File: config.mk
export PLATFORM = sky130hd
export DESIGN_NAME = date_add_days
export DESIGN_NICKNAME = d
export VERILOG_FILES = /design/src/dad_pkg.sv /design/src/dad_dpath.sv /design/src/dad_ctrl.sv /design/src/date_add_days.sv
export SDC_FILE = /design/constraint.sdc
export NUM_CORES = 1
export LEC_CHECK = 0
export BUFFER_PORTS_ARGS = -buffer_cell sky130_fd_sc_hd__buf_2
export CAP_MARGIN = 30
export CORE_MARGIN = 3
export CORE_UTILIZATION = 50
export CTS_BUF_LIST = sky130_fd_sc_hd__clkbuf_2
export CTS_CLUSTER_SIZE = 8
export DETAILED_ROUTE_END_ITERATION = 8
export GPL_TIMING_DRIVEN = 0
export PLACE_DENSITY_LB_ADDON = 0.08
export SLEW_MARGIN = 30
export SYNTH_ARGS = -nofsm -noshare
export SYNTH_HDL_FRONTEND = slang
export SYNTH_SLANG_ARGS = --single-unit
File: constraint.sdc
create_clock -name clk_i -period 11 [get_ports clk_i]
set_input_delay 1.1 -clock clk_i [delete_from_list [all_inputs] [get_ports clk_i]]
set_output_delay 1.1 -clock clk_i [all_outputs]
set_load 0.05 [all_outputs]
File: src/dad_pkg.sv
// ----------------------------------------------------------------------------
// dad_pkg
// Shared types, calendar tables and helper functions for the date adder.
// ----------------------------------------------------------------------------
package dad_pkg;

  localparam int unsigned AddWidth = 16;
  localparam int unsigned OrdWidth = 9;
  localparam logic [13:0] YearMax  = 14'd9999;
  localparam logic [3:0]  MonthMax = 4'd12;

  typedef struct packed {
    logic [4:0]          day;
    logic [3:0]          month;
    logic [13:0]         year;
    logic [AddWidth-1:0] days_to_add;
  } dad_in_t;

  typedef struct packed {
    logic [4:0]  new_day;
    logic [3:0]  new_month;
    logic [13:0] new_year;
    logic        overflow;
  } dad_out_t;

  typedef enum logic [2:0] {
    S_IDLE,
    S_CLAMP,
    S_ORD,
    S_SPLIT,
    S_YEAR,
    S_MONTH,
    S_HOLD
  } dad_state_e;

  typedef struct packed {
    logic load;
    logic clamp;
    logic ord;
    logic split;
    logic year;
    logic month;
    logic emit;
  } dad_cmd_t;

  typedef struct packed {
    logic fits;
    logic yr_over;
    logic yr_last;
    logic mo_last;
  } dad_sts_t;

  // Leap test: q = y / 100 by reciprocal (exact for y below 43690).
  function automatic logic leap_year(input logic [13:0] y);
    logic [27:0] prod;
    logic [8:0]  q;
    logic [13:0] qq;
    logic [13:0] hund;
    logic        div100;
    prod   = {14'd0, y} * 28'd5243;
    q      = prod[27:19];
    qq     = {5'd0, q};
    hund   = (qq << 6) + (qq << 5) + (qq << 2);
    div100 = (hund == y);
    return ((y[1:0] == 2'd0) && !div100) || (div100 && (q[1:0] == 2'd0));
  endfunction

  function automatic logic [4:0] days_in_month(input logic [3:0] mo, input logic leap);
    logic [4:0] n;
    case (mo)
      4'd2:                      n = leap ? 5'd29 : 5'd28;
      4'd4, 4'd6, 4'd9, 4'd11:   n = 5'd30;
      default:                   n = 5'd31;
    endcase
    return n;
  endfunction

  // Days before the first of the month in a common year.
  function automatic logic [OrdWidth-1:0] days_before(input logic [3:0] mo);
    logic [OrdWidth-1:0] n;
    case (mo)
      4'd2:    n = 9'd31;
      4'd3:    n = 9'd59;
      4'd4:    n = 9'd90;
      4'd5:    n = 9'd120;
      4'd6:    n = 9'd151;
      4'd7:    n = 9'd181;
      4'd8:    n = 9'd212;
      4'd9:    n = 9'd243;
      4'd10:   n = 9'd273;
      4'd11:   n = 9'd304;
      4'd12:   n = 9'd334;
      default: n = 9'd0;
    endcase
    return n;
  endfunction

  function automatic logic [OrdWidth-1:0] days_in_year(input logic leap);
    return leap ? 9'd366 : 9'd365;
  endfunction

endpackage

File: src/dad_dpath.sv
// ----------------------------------------------------------------------------
// dad_dpath
// Date adder datapath: operand registers, year and month stepping, result
// register.
// ----------------------------------------------------------------------------
module dad_dpath (
  input  logic              clk_i,
  input  dad_pkg::dad_in_t  in_req_i,
  input  dad_pkg::dad_cmd_t cmd_i,
  output dad_pkg::dad_sts_t sts_o,
  output dad_pkg::dad_out_t out_rsp_o
);
  import dad_pkg::*;

  logic [4:0]          dy_q;
  logic [3:0]          mo_q;
  logic [13:0]         yr_q;
  logic [AddWidth-1:0] add_q;
  logic [OrdWidth-1:0] ord_q;
  logic                ovf_q;
  dad_out_t            out_q;

  logic                lp;
  logic [4:0]          lim;
  logic [4:0]          dy_c;
  logic [OrdWidth-1:0] diy;
  logic [OrdWidth-1:0] rem;
  logic [AddWidth-1:0] rem_x;
  logic [AddWidth-1:0] diy_x;
  logic [4:0]          dim;

  always_comb begin
    lp    = leap_year(yr_q);
    lim   = days_in_month(mo_q, lp);
    dy_c  = (dy_q > lim) ? lim : dy_q;
    diy   = days_in_year(lp);
    rem   = diy - ord_q;
    rem_x = {{(AddWidth-OrdWidth){1'b0}}, rem};
    diy_x = {{(AddWidth-OrdWidth){1'b0}}, diy};
    dim   = days_in_month(mo_q, lp);
    sts_o.fits    = (add_q <= rem_x);
    sts_o.yr_over = (yr_q > YearMax);
    sts_o.yr_last = (add_q <= diy_x);
    sts_o.mo_last = (mo_q == MonthMax) || (ord_q <= {4'd0, dim});
  end

  always_ff @(posedge clk_i) begin
    if (cmd_i.load) begin
      dy_q  <= in_req_i.day;
      mo_q  <= in_req_i.month;
      yr_q  <= in_req_i.year;
      add_q <= in_req_i.days_to_add;
      ovf_q <= 1'b0;
    end else if (cmd_i.clamp) begin
      if (yr_q == 14'd0) begin
        yr_q <= 14'd1;
      end else if (yr_q > YearMax) begin
        yr_q <= YearMax;
      end
      if (mo_q == 4'd0) begin
        mo_q <= 4'd1;
      end else if (mo_q > MonthMax) begin
        mo_q <= MonthMax;
      end
      if (dy_q == 5'd0) begin
        dy_q <= 5'd1;
      end
    end else if (cmd_i.ord) begin
      ord_q <= days_before(mo_q) + {8'd0, lp && (mo_q > 4'd2)} + {4'd0, dy_c};
    end else if (cmd_i.split) begin
      mo_q <= 4'd1;
      if (sts_o.fits) begin
        ord_q <= ord_q + add_q[OrdWidth-1:0];
      end else begin
        add_q <= add_q - rem_x;
        yr_q  <= yr_q + 14'd1;
      end
    end else if (cmd_i.year) begin
      if (sts_o.yr_over) begin
        ovf_q <= 1'b1;
      end else if (sts_o.yr_last) begin
        ord_q <= add_q[OrdWidth-1:0];
      end else begin
        add_q <= add_q - diy_x;
        yr_q  <= yr_q + 14'd1;
      end
    end else if (cmd_i.month) begin
      if (!sts_o.mo_last) begin
        ord_q <= ord_q - {4'd0, dim};
        mo_q  <= mo_q + 4'd1;
      end
    end
    if (cmd_i.emit) begin
      out_q.new_day   <= ovf_q ? 5'd31 : ord_q[4:0];
      out_q.new_month <= ovf_q ? MonthMax : mo_q;
      out_q.new_year  <= ovf_q ? YearMax : yr_q;
      out_q.overflow  <= ovf_q;
    end
  end

  assign out_rsp_o = out_q;

endmodule

File: src/dad_ctrl.sv
// ----------------------------------------------------------------------------
// dad_ctrl
// Date adder sequencer: walks setup, year and month steps, owns the handshakes.
// ----------------------------------------------------------------------------
module dad_ctrl (
  input  logic              clk_i,
  input  logic              rst_ni,
  input  logic              in_valid_i,
  output logic              in_ready_o,
  output logic              out_valid_o,
  input  logic              out_ready_i,
  output dad_pkg::dad_cmd_t cmd_o,
  input  dad_pkg::dad_sts_t sts_i
);
  import dad_pkg::*;

  dad_state_e state_q, state_d;
  logic       out_valid_q, out_valid_d;
  logic       slot_free;

  assign slot_free = !out_valid_q || out_ready_i;

  always_comb begin
    state_d = state_q;
    case (state_q)
      S_IDLE: begin
        if (in_valid_i) begin
          state_d = S_CLAMP;
        end
      end
      S_CLAMP: state_d = S_ORD;
      S_ORD:   state_d = S_SPLIT;
      S_SPLIT: state_d = sts_i.fits ? S_MONTH : S_YEAR;
      S_YEAR: begin
        if (sts_i.yr_over) begin
          state_d = S_HOLD;
        end else if (sts_i.yr_last) begin
          state_d = S_MONTH;
        end
      end
      S_MONTH: begin
        if (sts_i.mo_last) begin
          state_d = S_HOLD;
        end
      end
      S_HOLD: begin
        if (slot_free) begin
          state_d = S_IDLE;
        end
      end
      default: state_d = S_IDLE;
    endcase
  end

  always_comb begin
    cmd_o       = '0;
    in_ready_o  = 1'b0;
    case (state_q)
      S_IDLE: begin
        in_ready_o = 1'b1;
        cmd_o.load = in_valid_i;
      end
      S_CLAMP: cmd_o.clamp = 1'b1;
      S_ORD:   cmd_o.ord   = 1'b1;
      S_SPLIT: cmd_o.split = 1'b1;
      S_YEAR:  cmd_o.year  = 1'b1;
      S_MONTH: cmd_o.month = 1'b1;
      S_HOLD:  cmd_o.emit  = slot_free;
      default: cmd_o       = '0;
    endcase
    out_valid_d = out_valid_q;
    if (cmd_o.emit) begin
      out_valid_d = 1'b1;
    end else if (out_ready_i) begin
      out_valid_d = 1'b0;
    end
  end

  always_ff @(posedge clk_i or negedge rst_ni) begin
    if (!rst_ni) begin
      state_q     <= S_IDLE;
      out_valid_q <= 1'b0;
    end else begin
      state_q     <= state_d;
      out_valid_q <= out_valid_d;
    end
  end

  assign out_valid_o = out_valid_q;

`ifndef SYNTHESIS
  a_accept_starts: assert property (@(posedge clk_i) disable iff (!rst_ni)
    (in_valid_i && in_ready_o) |=> (state_q == S_CLAMP))
    else $error("accepted request did not start setup");

  a_over_saturates: assert property (@(posedge clk_i) disable iff (!rst_ni)
    (state_q == S_YEAR && sts_i.yr_over) |=> (state_q == S_HOLD))
    else $error("year overflow did not go to result hold");

  a_emit_shows: assert property (@(posedge clk_i) disable iff (!rst_ni)
    (state_q == S_HOLD && slot_free) |=> (out_valid_q && state_q == S_IDLE))
    else $error("finished result not presented");

  a_drop_on_take: assert property (@(posedge clk_i) disable iff (!rst_ni)
    $fell(out_valid_q) |-> $past(out_ready_i))
    else $error("result dropped without being taken");
`endif

endmodule

File: src/date_add_days.sv
// Setup (clamp, day of year, split) runs first, then the year loop once the
// count leaves the start year, ending in a final check, then the month walk
// (1 to 12 months, skipped on overflow) and the result register, which waits
// for a free output slot. One request at a time: a new one is taken once the
// result is registered. A 16-bit day count steps about 180 years at most.
// Reset (asynchronous, active low) clears the sequencer and the output valid.
// ----------------------------------------------------------------------------
// date_add_days
// Adds a day count to a Gregorian date, saturating at 31/12/9999.
// ----------------------------------------------------------------------------
module date_add_days (
  input  logic              clk_i,
  input  logic              rst_ni,
  input  logic              in_valid_i,
  output logic              in_ready_o,
  input  dad_pkg::dad_in_t  in_req_i,
  output logic              out_valid_o,
  input  logic              out_ready_i,
  output dad_pkg::dad_out_t out_rsp_o
);
  import dad_pkg::*;

  dad_cmd_t cmd;
  dad_sts_t sts;

  dad_ctrl u_ctrl (
    .clk_i       (clk_i),
    .rst_ni      (rst_ni),
    .in_valid_i  (in_valid_i),
    .in_ready_o  (in_ready_o),
    .out_valid_o (out_valid_o),
    .out_ready_i (out_ready_i),
    .cmd_o       (cmd),
    .sts_i       (sts)
  );

  dad_dpath u_dpath (
    .clk_i     (clk_i),
    .in_req_i  (in_req_i),
    .cmd_i     (cmd),
    .sts_o     (sts),
    .out_rsp_o (out_rsp_o)
  );

endmodule
Yosys cells after proc, flatten, opt, wreduce, memory -nomap -nowiden
Memory sizes are Yosys's and may differ from the RTL's. A register that Yosys moved wholly into a read port is not among the register bits. Index checks and enable logic that the tools add are counted.

Bits in writable memories: 0. Output and inout port bits: 26. Memories: 1. Bits of input ports: 43. ROM bits: 144. Logic and storage cells: 162. Bits in latches: 0. Bits in registers: 77.

Memories: (name not given) (words 16, bits a word 9, rd ports 1, clocked after memory_dff 1, write ports 0, line dad_pkg.sv:81) `case (mo)`.

Magnitude comparators: 7. Equality and inequality tests: 34. $mul: 1. Reduce and logical (&&, ||, !) cells: 29. Divide/modulo/power cells: 0. Add/sub/neg operators: 11. Bitwise operators: 4. Muxes and demuxes: 63. Shift operators: 0.

Operator list (count): $mux W14 (10); $mux W16 (8); $mux W9 (11); $mux W4 (10); $le A16 B9 Y1 (2); $sub A16 B9 Y16 (2); $mul A14 B13 Y27 const B (1); $ne A4 B4 Y1 const B (6); $pmux W3 S7 (1); $mux W5 (4); $ne A4 B1 Y1 const B (4); $mux W3 (5); $add A14 B1 Y14 const B (1); $add A14 B10 Y14 (1); $add A14 B13 Y14 (1); $eq A14 B14 Y1 (1); $gt A14 B14 Y1 const B (1); $logic_not A14 Y1 (1); $eq A4 B4 Y1 const B (3); $mux W1 (12); $ne A3 B3 Y1 const B (4); $reduce_and A6 Y1 (2); $reduce_bool A4 Y1 (3); $pmux W5 S2 (1); other kinds (34) (54).

Depth between registers and ports, before layout
Word-level depth: 19. Mapped depth: 48. Gate-level depth less buffers: 48.

Hierarchy
A second synthesis with hierarchy kept.

Cell total of the unflattened synthesis: 1116. Area total of the unflattened synthesis: 10581.4 µm².

By module, submodules not included: dad_dpath (area an instance 10251.1 µm², cells an instance 1078, sequential area each 2362.3 µm², instances 1); dad_ctrl (area an instance 330.3 µm², cells an instance 38, sequential area each 100.1 µm², instances 1).

Worst setup path before layout
OpenSTA, ideal clock, no wires.

Kind: reg2reg. Start point: register u_dpath.yr_q[11]. End point: register u_dpath.ord_q[8], data pin. Path buffers: 0. Path slack: 0.719 ns. Cell stages (with the launch flop): 48. Arrival time: 10.018 ns. Required time: 10.737 ns. Clock period less this slack: 10.281 ns. Cell sequence: edfxtp_1 -> fa_1 -> ha_1 -> inv_1 -> fa_1 -> inv_1 -> fa_1 -> inv_1 -> fa_1 -> inv_1 -> ha_1 -> a21oi_1 -> a21oi_1 -> a211o_1 -> o21ai_0 -> a21oi_1 -> o41a_1 -> xor2_1 -> (+12 left out) -> a21oi_1 -> ha_1 -> a21oi_1 -> o21ai_0 -> or3_1 -> a41oi_1 -> a211o_1 -> fa_1 -> inv_1 -> fa_1 -> nor2b_1 -> o21ai_0 -> a21boi_0 -> o2111ai_1 -> xor2_1 -> a21oi_1 -> o31ai_1 -> nor3_1.

Cells in the longest elaborated chain, start to end: 15.

Ends and longest elaborated chain: start: declaration (line dad_dpath.sv:17) `logic [13:0] yr_q;`; start signal: assignment (line dad_dpath.sv:51) `yr_q <= in_req_i.year;`; start signal: assignment (line dad_dpath.sv:58) `yr_q <= YearMax;`; start signal: assignment (line dad_dpath.sv:76) `yr_q <= yr_q + 14'd1;`; $mul A14 B13 Y27 (line dad_pkg.sv:60) `prod = {14'd0, y} * 28'd5243;`; $add A14 B13 Y14 (line dad_pkg.sv:63) `hund = (qq << 6) + (qq << 5) + (qq << 2);`; $add A14 B10 Y14 (line dad_pkg.sv:63); $eq A14 B14 Y1 (line dad_pkg.sv:64) `div100 = (hund == y);`; $logic_not A1 Y1 (line dad_pkg.sv:65) `return ((y[1:0] == 2'd0) && !div100) || (div100 && (q[1:0] == 2'd0));`; $logic_and A1 B1 Y1 (line dad_pkg.sv:65); $logic_or A1 B1 Y1 * (line dad_pkg.sv:65); parallel branches: the longest is 7 deep, another holds $add A9 B5 Y9; $mux W9 * (line dad_dpath.sv:68) `end else if (cmd_i.ord) begin`; end signal: assignment (line dad_dpath.sv:69) `ord_q <= days_before(mo_q) + {8'd0, lp && (mo_q > 4'd2)} + {4'd0, dy_c};`; end signal: assignment (line dad_dpath.sv:73) `ord_q <= ord_q + add_q[OrdWidth-1:0];`; end signal: assignment (line dad_dpath.sv:89) `ord_q <= ord_q - {4'd0, dim};`; end: declaration (line dad_dpath.sv:19) `logic [OrdWidth-1:0] ord_q;`.

Every way passes the cells marked *. The select of a mux whose other input is x is not followed. A chain may end at the register's enable or synchronous reset.

Worst setup path in the final report
Ends and elaborated chain as after synthesis.

==> impl_metrics.csv <==
group,metric,value,unit
routing,vias,8176,
cells_and_area,syn_to_final_growth,16.08,%
critical_path,rr_worst_depth,45,
floorplan,fp.dieArea,22600,um^2
global_route,grt.total_usage,0.2349,
logic_synthesis,ys_seq_area_frac,0.2364,
clocking,clkTransAtPathRegs,0.30,ns
timing,finalHoldViolCount,0,
timing,fmax,92.10,MHz
routing,routed_wl,26330,um
global_route,grt_pass1_vias,7678,
job,drv_cap,0,
global_route,grt-ovfl-total,0,
logic_synthesis,netlist_area,10420,um^2
routing,drtIter0Drc,640,
clocking,clk_latency,0.63,ns
logic_synthesis,syn-instance-count,1095,
cells_and_area,fillCellCount,1770,
critical_path,critPathKind,"flop to flop",
critical_path,critPathMaxStageDelay,0.58,ns
clocking,numCtsBuffers,9,
critical_path,path_buf_inv,7,
routing,drt-wirelength-per-cell,17.43,um
logic_synthesis,synthFlopType,"edfxtp_1",
cells_and_area,layout.nets,1522,
logic_synthesis,synth-seq-cells,86,
placement,place_inst,1434,
placement,routabilityCongestion,0.8820,
clocking,htreeDepth,3,
critical_path,cp_data_required_time,11.44,ns
timing,setup_viol,0,
critical_path,r2r_slack,0.14,ns
clocking,tritoncts,"yes",
floorplan,coreArea,20360,um^2
placement,numPortBuffers,68,
clocking,clock_path_buffers,2,
timing,hold_ws,0.2506,ns
min_path,holdCritPathClass,"primary input to asynchronous set/reset pin",
routing,first_pass_iters,7,
status,status,"completed",
logic_synthesis,synth_nets,1382,
clocking,cts-root-buf,"clkbuf_2",
timing,maxSlewHeadroom,0.4785,
cells_and_area,antenna_cells,0,
timing,fin_crit_sh,0.9870,
critical_path,r2r_start,"u_dpath.yr_q[11]$_DFFE_PP_",
clocking,clkSinkCount,86,
timing,rsz0062_at_grt,"yes",
logic_synthesis,yosysWarningCount,0,
logic_synthesis,synth_area_per_cell,9.514,um^2
timing,slew_violations,0,
floorplan,die_w,150.3,um
floorplan,die_y,150.3,um
cells_and_area,fin_cells,1510,
timing,min_period,10.86,ns
routing,viasPerCell,5.415,
timing,skew,0.04651,ns
critical_path,cp_slowest_cell,"fa_1",
cells_and_area,utilization,0.5938,
floorplan,ios,69,
floorplan,rows,52,
placement,hpwlAfterDp,20520,um
logic_synthesis,async_reset_ff_frac,0.04651,
timing,setup_tns,0,ns
critical_path,crit_family,"adder cells",
critical_path,r2r-end,"u_dpath.ord_q[8]$_DFFE_PP_",
routing,postRouteAntennaNets,0,
logic_synthesis,synth-edff-count,72,
logic_synthesis,ys_types,84,
global_route,grt_max_degree,25,
critical_path,endpoint_kind,"flop",
critical_path,arrival,11.30,ns
critical_path,cp_max_fo,4,
critical_path,critPathLaunchType,"flop",
global_route,antenna_found_initial,1,
floorplan,start_util,0.5116,
critical_path,cpMostUsedCell,"fa_1",
routing,drcViolationCount,0,
cells_and_area,drive_above_1_share,0.2129,
global_route,grt_pass1_wl,41240,um
timing,tightest_slew,0.7823,ns
cells in the final DEF, fill, tap and decap left out, drive strengths merged, types with 7 or more instances in the layout:
cell type	netlist	final
a21boi	7	7
a21o	8	8
a21oi	47	47
a31oi	9	9
and3	13	13
buf	9	138
clkbuf	20	29
dfxtp	10	10
edfxtp	72	72
fa	75	75
ha	169	169
inv	170	173
mux2i	8	8
nand2	85	85
nand2b	8	8
nand3	22	22
nor2	69	69
nor2b	10	10
nor3	16	16
nor4	9	9
o211ai	14	14
o21ai	58	58
o31ai	7	7
or2	17	17
xnor2	58	58
xor2	23	23
worst register-to-register path, delay by kind of cell, from the launching register on:
family | cells | cell delay, ns
adders and majority gates | 11 | 4.42
AOI/OAI and AO/OA | 17 | 2.88
and+or+nand+nor | 7 | 1.56
buffers and inverters | 7 | 0.70
xor gates and xnor gates | 3 | 0.65
DFF | 1 | 0.50
cell usage after synthesis (all sizes together) (7+ instances only):
library cell / n / share of area
a21o: 8 / 0.0058
nand2: 85 / 0.031
ha: 169 / 0.20
xnor2: 58 / 0.050
fa: 75 / 0.14
inv: 170 / 0.061
mux2i: 8 / 0.0092
o211ai: 14 / 0.011
nor4: 9 / 0.0060
a21oi: 47 / 0.023
nor3: 16 / 0.0086
nand2b: 8 / 0.0048
o21ai: 58 / 0.029
a31oi: 9 / 0.0054
o31ai: 7 / 0.0050
a21boi: 7 / 0.0050
clkbuf: 20 / 0.0072
or2: 17 / 0.010
nor2b: 10 / 0.0060
dfxtp: 10 / 0.019
buf: 9 / 0.0053
xor2: 23 / 0.019
and3: 13 / 0.0078
nor2: 69 / 0.025
edfxtp: 72 / 0.21
nand3: 22 / 0.011
per-stage QoR:
step           instance area (um^2)  setup slack (ns)
3_3_place_gp                  11100           -0.7801
2_1_floorplan                 10420            0.7190
5_1_grt                       12090           -0.2595
4_1_cts                       11480           -0.1675
6_report                      12090            0.1426
3_5_place_dp                  11110           -0.8474
per-layer routing:
layer / track usage / vias up / routed length (um)
li1: - / 4025 / -
met1: 0.3726 / 3873 / 12970
met2: 0.3440 / 255 / 11260
met3: 0.03612 / 23 / 1861
met4: 0.03522 / 0 / 229
met5: 0 / - / 0
worst max path at each step:
stage	start	to	slack (ns)	cells after the start
floorplan	u_dpath.yr_q[11]$_DFFE_PP_	u_dpath.ord_q[8]$_DFFE_PP_	0.72	47
finish	u_dpath.yr_q[11]$_DFFE_PP_	u_dpath.ord_q[8]$_DFFE_PP_	0.14	45
CTS	u_dpath.yr_q[9]$_DFFE_PP_	u_dpath.ord_q[8]$_DFFE_PP_	-0.17	47
global placement	u_dpath.yr_q[11]$_DFFE_PP_	u_dpath.ord_q[8]$_DFFE_PP_	-0.78	47
global route	u_dpath.yr_q[10]$_DFFE_PP_	u_dpath.ord_q[8]$_DFFE_PP_	-0.26	44
detailed placement	u_dpath.yr_q[9]$_DFFE_PP_	u_dpath.ord_q[8]$_DFFE_PP_	-0.85	47
cells by family after synthesis:
family	after synthesis	share of synthesized area
and+or+nand+nor	275	0.1284
adders and majority gates	244	0.3471
AOI/OAI and AO/OA	198	0.1309
buffers and inverters	200	0.07410
xor gates and xnor gates	81	0.06954
muxes	11	0.01357
DFF	86	0.2364
layout make-up:
cell class	instances	area [um^2]	area share
Buffer	29	130.1	0.01076
Clock inverter	7	65.06	0.005380
Sequential cell	86	2462	0.2036
Tap cell	270	337.8	0.02794
Timing Repair Buffer	129	847.1	0.07005
Inverter	171	648.1	0.05360
Multi-Input combinational cell	809	7557	0.6249
Clock buffer	9	45.04	0.003725
repair_timing:
action | in CTS | in global routing
setup endpoints to repair | 56 | 61
buffers inserted | 29 | 31
hold buffers | 0 | 0
pin swaps | 5 | 67
gates resized for setup | 6 | 86
Power is left out: the tool's default activity adds up to more than one toggle a clock period on the data nets, which glitch-free logic cannot reach.
